--- config.mk ---
export PLATFORM = sky130hd
export DESIGN_NAME = pmp_seq
export DESIGN_NICKNAME = d
export VERILOG_FILES = /design/src/design/paged_memory_pack_bus_slave_macros.svh /design/src/design/pmp_pkg.sv /design/src/design/pmp_seq.sv
export SDC_FILE = /design/constraint.sdc
export NUM_CORES = 1
export LEC_CHECK = 0
export BUFFER_PORTS_ARGS = -buffer_cell sky130_fd_sc_hd__buf_4
export CORE_ASPECT_RATIO = 1.1
export CORE_MARGIN = 2
export CORE_UTILIZATION = 55
export DETAILED_ROUTE_END_ITERATION = 8
export HOLD_SLACK_MARGIN = 0.15
export PLACE_DENSITY = 0.79
export SLEW_MARGIN = 25
export SYNTH_ARGS = -nofsm -noshare
export SYNTH_HDL_FRONTEND = slang
export SYNTH_SLANG_ARGS = --single-unit
--- constraint.sdc ---
create_clock -name clk -period 11.5 [get_ports clk]
set_clock_uncertainty 0.2 [all_clocks]
set_input_delay 1.725 -clock clk [delete_from_list [all_inputs] [get_ports clk]]
set_output_delay 1.725 -clock clk [all_outputs]
set_load 0.01 [all_outputs]
--- src/design/paged_memory_pack_bus_slave_macros.svh ---
// Assertion helpers shared by the checking code of the pack slave.
`ifndef PAGED_MEMORY_PACK_BUS_SLAVE_MACROS_SVH
`define PAGED_MEMORY_PACK_BUS_SLAVE_MACROS_SVH

// Concurrent check, quiet while reset is high.
`define PMP_ASSERT(label, clk, rst, prop, msg) \
  label: assert property (@(posedge clk) disable iff (rst) (prop)) else $error(msg);

// Concurrent check that also holds through reset.
`define PMP_ASSERT_ALWAYS(label, clk, prop, msg) \
  label: assert property (@(posedge clk) (prop)) else $error(msg);

`endif

--- src/design/pmp_pkg.sv ---
`timescale 1ns / 1ps
package pmp_pkg;

  localparam int ADDR_W         = 16;
  localparam int DATA_W         = 8;
  localparam int MEM_DEPTH      = 1 << ADDR_W;
  localparam int PAGE_COUNT_DEF = 256;

  localparam logic [DATA_W-1:0] ERASED    = 8'hFF;
  localparam logic [DATA_W-1:0] MBOX_IDLE = 8'hFF;
  localparam logic [DATA_W-1:0] MBOX_DONE = 8'h00;
  localparam logic [DATA_W-1:0] BYTE_STEP = 8'd2;

  typedef enum logic [1:0] {
    CMD_SAMPLE = 2'd0,
    CMD_HOST_WR = 2'd1,
    CMD_HOST_RD = 2'd2,
    CMD_CLAIM = 2'd3
  } cmd_t;

  typedef struct packed {
    logic              en;
    logic              we;
    logic [ADDR_W-1:0] addr;
    logic [DATA_W-1:0] wdata;
  } mem_req_t;

  typedef struct packed {
    logic drive_en;
    logic host_rd;
    logic ready;
  } item_info_t;

endpackage

--- src/design/pmp_seq.sv ---
`timescale 1ns / 1ps
module pmp_seq #(
  parameter int PAGE_COUNT = pmp_pkg::PAGE_COUNT_DEF
) (
  input  logic                         clk,
  input  logic                         rst,
  input  logic                         cfg_wr_en,
  input  logic [pmp_pkg::ADDR_W-1:0]   cfg_wr_data,
  input  logic                         accept,
  input  logic [1:0]                   cmd,
  input  logic [pmp_pkg::DATA_W-1:0]   bus_data,
  input  logic                         bus_clock,
  input  logic                         page_strobe_n,
  input  logic                         counter_reset,
  input  logic                         output_enable_n,
  input  logic                         select_n,
  input  logic [pmp_pkg::ADDR_W-1:0]   host_address,
  input  logic [pmp_pkg::DATA_W-1:0]   host_data,
  output pmp_pkg::mem_req_t            req,
  output pmp_pkg::item_info_t          info
);

  localparam logic [8:0] PAGE_LIMIT = 9'(PAGE_COUNT);

  logic [7:0]                 byte_counter, byte_counter_next;
  logic [7:0]                 page_counter, page_counter_next;
  logic                       prev_clock, prev_clock_next;
  logic                       prev_strobe, prev_strobe_next;
  logic [7:0]                 mailbox_remaining, mailbox_remaining_next;
  logic [pmp_pkg::ADDR_W-1:0] mailbox_base;

  logic                       clk_fall, pgm_fall;
  logic [8:0]                 page_inc;
  logic [7:0]                 byte_adv, page_adv;
  logic [pmp_pkg::ADDR_W-1:0] drive_addr, wr_addr;
  logic [pmp_pkg::ADDR_W:0]   base_diff;
  logic                       in_window;
  pmp_pkg::cmd_t              op;

  always_comb begin
    op         = pmp_pkg::cmd_t'(cmd);
    clk_fall   = prev_clock & ~bus_clock;
    pgm_fall   = prev_strobe & ~page_strobe_n;
    drive_addr = {page_counter, byte_counter | {7'b0, bus_clock}};
    byte_adv   = clk_fall ? byte_counter + pmp_pkg::BYTE_STEP : byte_counter;
    page_inc   = {1'b0, page_counter} + 9'd1;
    if (!pgm_fall) begin
      page_adv = page_counter;
    end else if (page_inc >= PAGE_LIMIT) begin
      page_adv = '0;
    end else begin
      page_adv = page_inc[7:0];
    end
    wr_addr   = {page_adv, byte_adv | {7'b0, bus_clock}};
    base_diff = {1'b0, wr_addr} - {1'b0, mailbox_base};
    in_window = (wr_addr > mailbox_base) && (base_diff[pmp_pkg::ADDR_W:8] == '0);
  end

  always_comb begin
    byte_counter_next      = byte_counter;
    page_counter_next      = page_counter;
    prev_clock_next        = prev_clock;
    prev_strobe_next       = prev_strobe;
    mailbox_remaining_next = mailbox_remaining;
    req                    = '0;
    info                   = '0;
    if (accept) begin
      case (op)
        pmp_pkg::CMD_HOST_WR: begin
          req.en    = 1'b1;
          req.we    = 1'b1;
          req.addr  = host_address;
          req.wdata = host_data;
        end
        pmp_pkg::CMD_HOST_RD: begin
          req.en       = 1'b1;
          req.addr     = host_address;
          info.host_rd = 1'b1;
        end
        pmp_pkg::CMD_CLAIM: begin
          if (mailbox_remaining == pmp_pkg::MBOX_DONE) begin
            info.ready             = 1'b1;
            mailbox_remaining_next = pmp_pkg::MBOX_IDLE;
          end
        end
        pmp_pkg::CMD_SAMPLE: begin
          prev_clock_next  = bus_clock;
          prev_strobe_next = page_strobe_n;
          if (!select_n) begin
            if (!output_enable_n) begin
              // read at the address before this sample moves the counters
              req.en        = 1'b1;
              req.addr      = drive_addr;
              info.drive_en = 1'b1;
            end
            if (counter_reset) begin
              byte_counter_next = '0;
              page_counter_next = '0;
            end else begin
              byte_counter_next = byte_adv;
              page_counter_next = page_adv;
              if (output_enable_n) begin
                req.en    = 1'b1;
                req.we    = 1'b1;
                req.addr  = wr_addr;
                req.wdata = bus_data;
                if (wr_addr == mailbox_base) begin
                  mailbox_remaining_next = bus_data;
                end else if (mailbox_remaining != pmp_pkg::MBOX_DONE &&
                             mailbox_remaining != pmp_pkg::MBOX_IDLE && in_window) begin
                  mailbox_remaining_next = mailbox_remaining - 8'd1;
                end
              end
            end
          end
        end
        default: begin
        end
      endcase
    end
  end

  always_ff @(posedge clk) begin
    if (rst) begin
      byte_counter      <= '0;
      page_counter      <= '0;
      prev_clock        <= 1'b0;
      prev_strobe       <= 1'b0;
      mailbox_remaining <= pmp_pkg::MBOX_IDLE;
      mailbox_base      <= '0;
    end else begin
      byte_counter      <= byte_counter_next;
      page_counter      <= page_counter_next;
      prev_clock        <= prev_clock_next;
      prev_strobe       <= prev_strobe_next;
      mailbox_remaining <= mailbox_remaining_next;
      if (cfg_wr_en) begin
        mailbox_base <= cfg_wr_data;
      end
    end
  end

endmodule
== Word level (Yosys, flattened, before mapping) ==
Index checks and enable logic that the tools add are counted.
Widths: inputs -> output; s select.

* Input bits: 59
* Flip-flop bits (word level): 42
* Output and inout bits: 29

* Mux-type cells: 28
* Reductions and logical operators: 12
* Add/subtract/negate cells: 4
* Bitwise operators: 7
* Equal/unequal tests: 10
* Order comparisons: 2

{| class="wikitable"
|+ Operators with widths
! cell !! count
|-
| $mux 26 || 4
|-
| $mux 8 || 11
|-
| $pmux 16 s2 || 1
|-
| $pmux 8 s2 || 2
|-
| $sub 16x16->17 || 1
|-
| $eq 16x16->1 || 1
|-
| $gt 16x16->1 || 1
|-
| $mux 16 || 1
|-
| $or 8x1->8 || 2
|-
| $add 8x1->9 const B || 1
|-
| $ge 9x9->1 const B || 1
|-
| $logic_not 9->1 || 1
|-
| $add 8x2->8 const B || 1
|-
| $logic_not 8->1 || 1
|-
| $ne 2x2->1 const B || 4
|-
| $ne 8x8->1 const B || 1
|-
| $reduce_bool 8->1 || 1
|-
| $sub 8x1->8 const B || 1
|-
| $reduce_and 7->1 || 1
|-
| $mux 1 || 6
|-
| $eq 2x2->1 const B || 2
|-
| $pmux 1 s2 || 2
|-
| $logic_and 1x1->1 || 3
|-
| $mux 3 || 1
|-
| 9 further kinds || 12
|}

== Depth between registers and ports, before layout ==
* Word-level depth: 14
* Gate-level depth with buffers: 19
* Gate-level depth less buffers: 17

== Least setup slack after synthesis ==
OpenSTA, ideal clock, no wires.

* Path type: input-to-reg
* Start: input port page_strobe_n
* End: register mailbox_remaining[0]
* Cell stages on the path: 17
* Data required time: 11.178 ns
* Path slack: 5.613 ns
* Arrival: 5.566 ns
* Buffers on the path: 1
* Cell sequence: nor2b_1 > nand2_1 > nor2_1 > and3_1 > clkbuf_1 > and3_1 > nor2_1 > ha_1 > and4_1 > nand3_1 > a211oi_1 > nor3b_2 > xnor2_1 > or4_1 > or4_1 > mux2_2 > o32a_1

* Word-level cells in the longest chain between the ends: 9
* Elaborated cells between the ends (all ways): 16

{| class="wikitable"
|+ Ends and longest elaborated chain
! element !! line !! text
|-
| from (decl) || pmp_seq.sv:13 || <nowiki>input logic page_strobe_n,</nowiki>
|-
| $not 1->1 * || pmp_seq.sv:43 || <nowiki>pgm_fall = prev_strobe & ~page_strobe_n;</nowiki>
|-
| $and 1x1->1 * || pmp_seq.sv:43 ||
|-
| $mux 8 * || pmp_seq.sv:47 || <nowiki>if (!pgm_fall) begin</nowiki>
|-
| $sub 16x16->17 / $eq 16x16->1 (equally long branches) || pmp_seq.sv:55, pmp_seq.sv:107 ||
|-
| $logic_not 9->1 / $mux 8 (equally long branches) || pmp_seq.sv:56, pmp_seq.sv:107 ||
|-
| $logic_and 1x1->1 / $mux 8 (equally long branches) || pmp_seq.sv:56, pmp_seq.sv:102 ||
|-
| $logic_and 1x1->1 / $mux 8 (equally long branches) || pmp_seq.sv:110, pmp_seq.sv:96 ||
|-
| $ne 3x3->1 (no source line) / $mux 8 (equally long branches) || -- ||
|-
| $reduce_and 7->1 (no source line) / $pmux 8 s2 (equally long branches) || -- ||
|-
| to (signal assigned) || pmp_seq.sv:129 || <nowiki>mailbox_remaining <= pmp_pkg::MBOX_IDLE;</nowiki>
|-
| to (signal assigned) || pmp_seq.sv:136 || <nowiki>mailbox_remaining <= mailbox_remaining_next;</nowiki>
|-
| to (decl) || pmp_seq.sv:29 || <nowiki>logic [7:0] mailbox_remaining, mailbox_remaining_next;</nowiki>
|}

Mark *: on every way between the ends. The rest lies on a longest branch, timed or not. The select of a mux whose other input is x is not followed.
A chain may end at the register's enable or synchronous reset.

== Worst setup path after layout ==
* Start: input port page_strobe_n
* End: register mailbox_remaining[2]

Same word-level chain as after synthesis.

==> flow_summary.ini <==
[critical_path]
required_ns = 11.46
r2r_cells = 16
cp_max_fo = 8
critPathLaunchType = input port
endpoint_kind = flip-flop
critPathKind = in2reg
worstPathArrival_ns = 6.06

[grt]
grt_start_max_net_pins = 42
grt_pass1_wl_um = 16300
antenna_found_initial = 1
grt_overflow = 0
grt.total_usage_pct = 28.7
first_global_vias = 3448

[clocking]
ctsRootBufferMaster = clkbuf_8
cts-buffers-inserted = 5
htree_levels = 2
cts_tree = built
cts_buffer_depth = 2
post_cts_resize_count = 0
cts_sinks = 41
clock_latency_ns = 0.29
cts_hold_buf = 0
clkTransAtPathRegs_ns = 0.09
postCtsSetupBuffers = 0

[pwr]
vdd_drop_max_mv = 0.0749
power_density_nw_per_um2 = 78.4
finalPower_w = 0.000340
p_leak_nw = 1.91

[synth]
syn_inst = 505
netlist_area_um2 = 3600
synth-seq-cells = 41
synth-edff-count = 0
ys_warn_count = 0
postSynthAreaPerCell_um2 = 7.14
synth_ff_type = dfxtp_1
synth_cell_types = 51
synth_nets = 588
ys_seq_area_share_pct = 22.8
synth_async_sr_flop_share_pct = 0

[floorplanning]
die_w_um = 81.2
start_util_pct = 57.5
core_area_um2 = 6270
fp-row-count = 30
dieArea_um2 = 7220
fp.dieH_um = 88.9
pin_count = 88

[sta]
fin_crit_ns = 6.09
relSlewSlack_pct = 43.6
setup-violations-final = 0
min_period_over_period_pct = 53.0
drv_slew = 0
rsz0062_at_grt = no
setup_tns_ns = 0
hold_violations = 0
clock.fmax_mhz = 164
worst_slew_pin_slew_ns = 0.844

[place]
dp_cells = 642
dp_hpwl_um = 8180
place_congestion = 1.03
port_buffers = 87

[finish]
diodes = 0
utilization_pct = 69.3
final_cell_mix = nor2_1, buf_4, dfxtp_1
nNetsFinal = 652
layout_commonest_cell = nor2_1
drive_gt1_share_pct = 18.6
syn_to_final_growth_pct = 20.4
finalNonFillerCells = 650

[detailed_routing]
avgViaCountPerCell = 6.06
drtIter0Drc = 359
ant_nets = 0
wirelength_um = 10400
num_vias = 3941
drc = 0
drt_pre_antenna_iters = 5
wl_per_cell_um = 16.0

[min_path]
hold_path_class = reg2reg
hold_depth = 2

[outcome]
status = complete, no violations

[job]
maxCapViolCount = 0
==> worst max-delay path: stages <==
cell and delay [ns]:
buf_4 0.11, nor2b_1 0.30, nand2_1 0.17, nor2_1 0.24, and3_1 0.30, and3_1 0.25
nor2_1 0.12, ha_1 0.40, and4_1 0.25, nand3_1 0.08, a211oi_1 0.35, nor3b_2 0.09
xnor2_1 0.14, or4_1 0.51, or4_4 0.46, nand2b_1 0.34, o221ai_1 0.20
==> state kept, by name, indices dropped and copies added, names as in the netlist <==
signal             cells
mailbox_remaining      8
prev_strobe            1
prev_clock             1
page_counter           8
mailbox_base          16
byte_counter           7
==> worst paths after layout <==
path / from / endpoint / slack, ns
min reg2reg: prev_strobe / prev_strobe / 0.27
max: page_strobe_n / mailbox_remaining[2] / 5.41
max reg2reg: prev_strobe / mailbox_remaining[2] / 6.60
min: prev_strobe / prev_strobe / 0.27
==> metrics by stage <==
| step | area [µm²] | setup WS, ns | hold WS, ns |
|---|---|---|---|
| 2_1_floorplan | 3600 | 5.61 | 0.232 |
| 3_3_place_gp | 4240 | 5.30 | 0.246 |
| 3_5_place_dp | 4240 | 5.14 | 0.250 |
| 4_1_cts | 4340 | 5.46 | 0.267 |
| 5_1_grt | 4340 | 5.05 | 0.301 |
| 6_report | 4340 | 5.41 | 0.271 |
==> layer usage <==
| metal | track usage (%) | part of all wire [%] |
|---|---|---|
| met2 | 49.7 | 49 |
| met1 | 35.5 | 41 |
| met4 | 10.3 | 3.0 |
| met3 | 5.35 | 6.9 |
| met5 | 0 | 0.14 |
==> cell usage after synthesis (all sizes together) (2+ instances only) <==
cell type | count | share of area (%)
nand3b | 2 | 0.42
o221ai | 3 | 0.73
and4 | 3 | 0.73
or2 | 3 | 0.52
nor2b | 10 | 1.7
clkbuf | 22 | 2.3
nand3 | 13 | 1.8
xnor2 | 10 | 2.4
ha | 24 | 8.3
a21oi | 42 | 6.0
a211oi | 3 | 0.62
o211ai | 5 | 1.0
nand4 | 6 | 1.0
or4 | 6 | 1.4
dfxtp | 41 | 23
o21a | 3 | 0.62
nor3 | 8 | 1.1
o21ai | 24 | 3.3
nand2 | 39 | 4.1
nand2b | 8 | 1.4
o2111ai | 3 | 0.73
nor2 | 101 | 11
inv | 25 | 2.6
mux2i | 26 | 7.2
mux2 | 2 | 0.62
and2 | 2 | 0.35
a22oi | 20 | 4.2
buf | 9 | 1.2
xor2 | 10 | 2.4
a222oi | 7 | 1.9
o2111a | 2 | 0.62
nor3b | 4 | 1.1
a21o | 5 | 1.0
and3 | 3 | 0.52
==> power breakdown <==
group / switching (W) / total [W] / internal (W) / leakage [nW]
clock: 0.0000513 / 0.000106 / 0.0000543 / 0.0542
combinational: 0.0000467 / 0.0000874 / 0.0000407 / 1.52
sequential: 0.00000193 / 0.000147 / 0.000145 / 0.334
==> final cells by class <==
type                            instances  area (µm²)
Clock buffer                            7        96.3
Multi-Input combinational cell        408        2560
Fill cell                             541        1930
Clock inverter                          1        5.00
Inverter                               25        93.8
Timing Repair Buffer                   88         661
Sequential cell                        41         821
Tap cell                               80         100
==> kinds of logic (layout without fill, tap and decap cells) <==
logic type      Yosys count  in the layout  share of synthesized area (%)
compound gates          125            125                           22.8
xor+xnor                 20             20                           4.86
fa+ha+maj                24             24                           8.33
buf+inv                  56            121                           6.07
flops                    41             41                           22.8
mux                      28             28                           7.84
simple gates            211            211                           27.3
No activity file was read; power rests on OpenSTA's default activity.
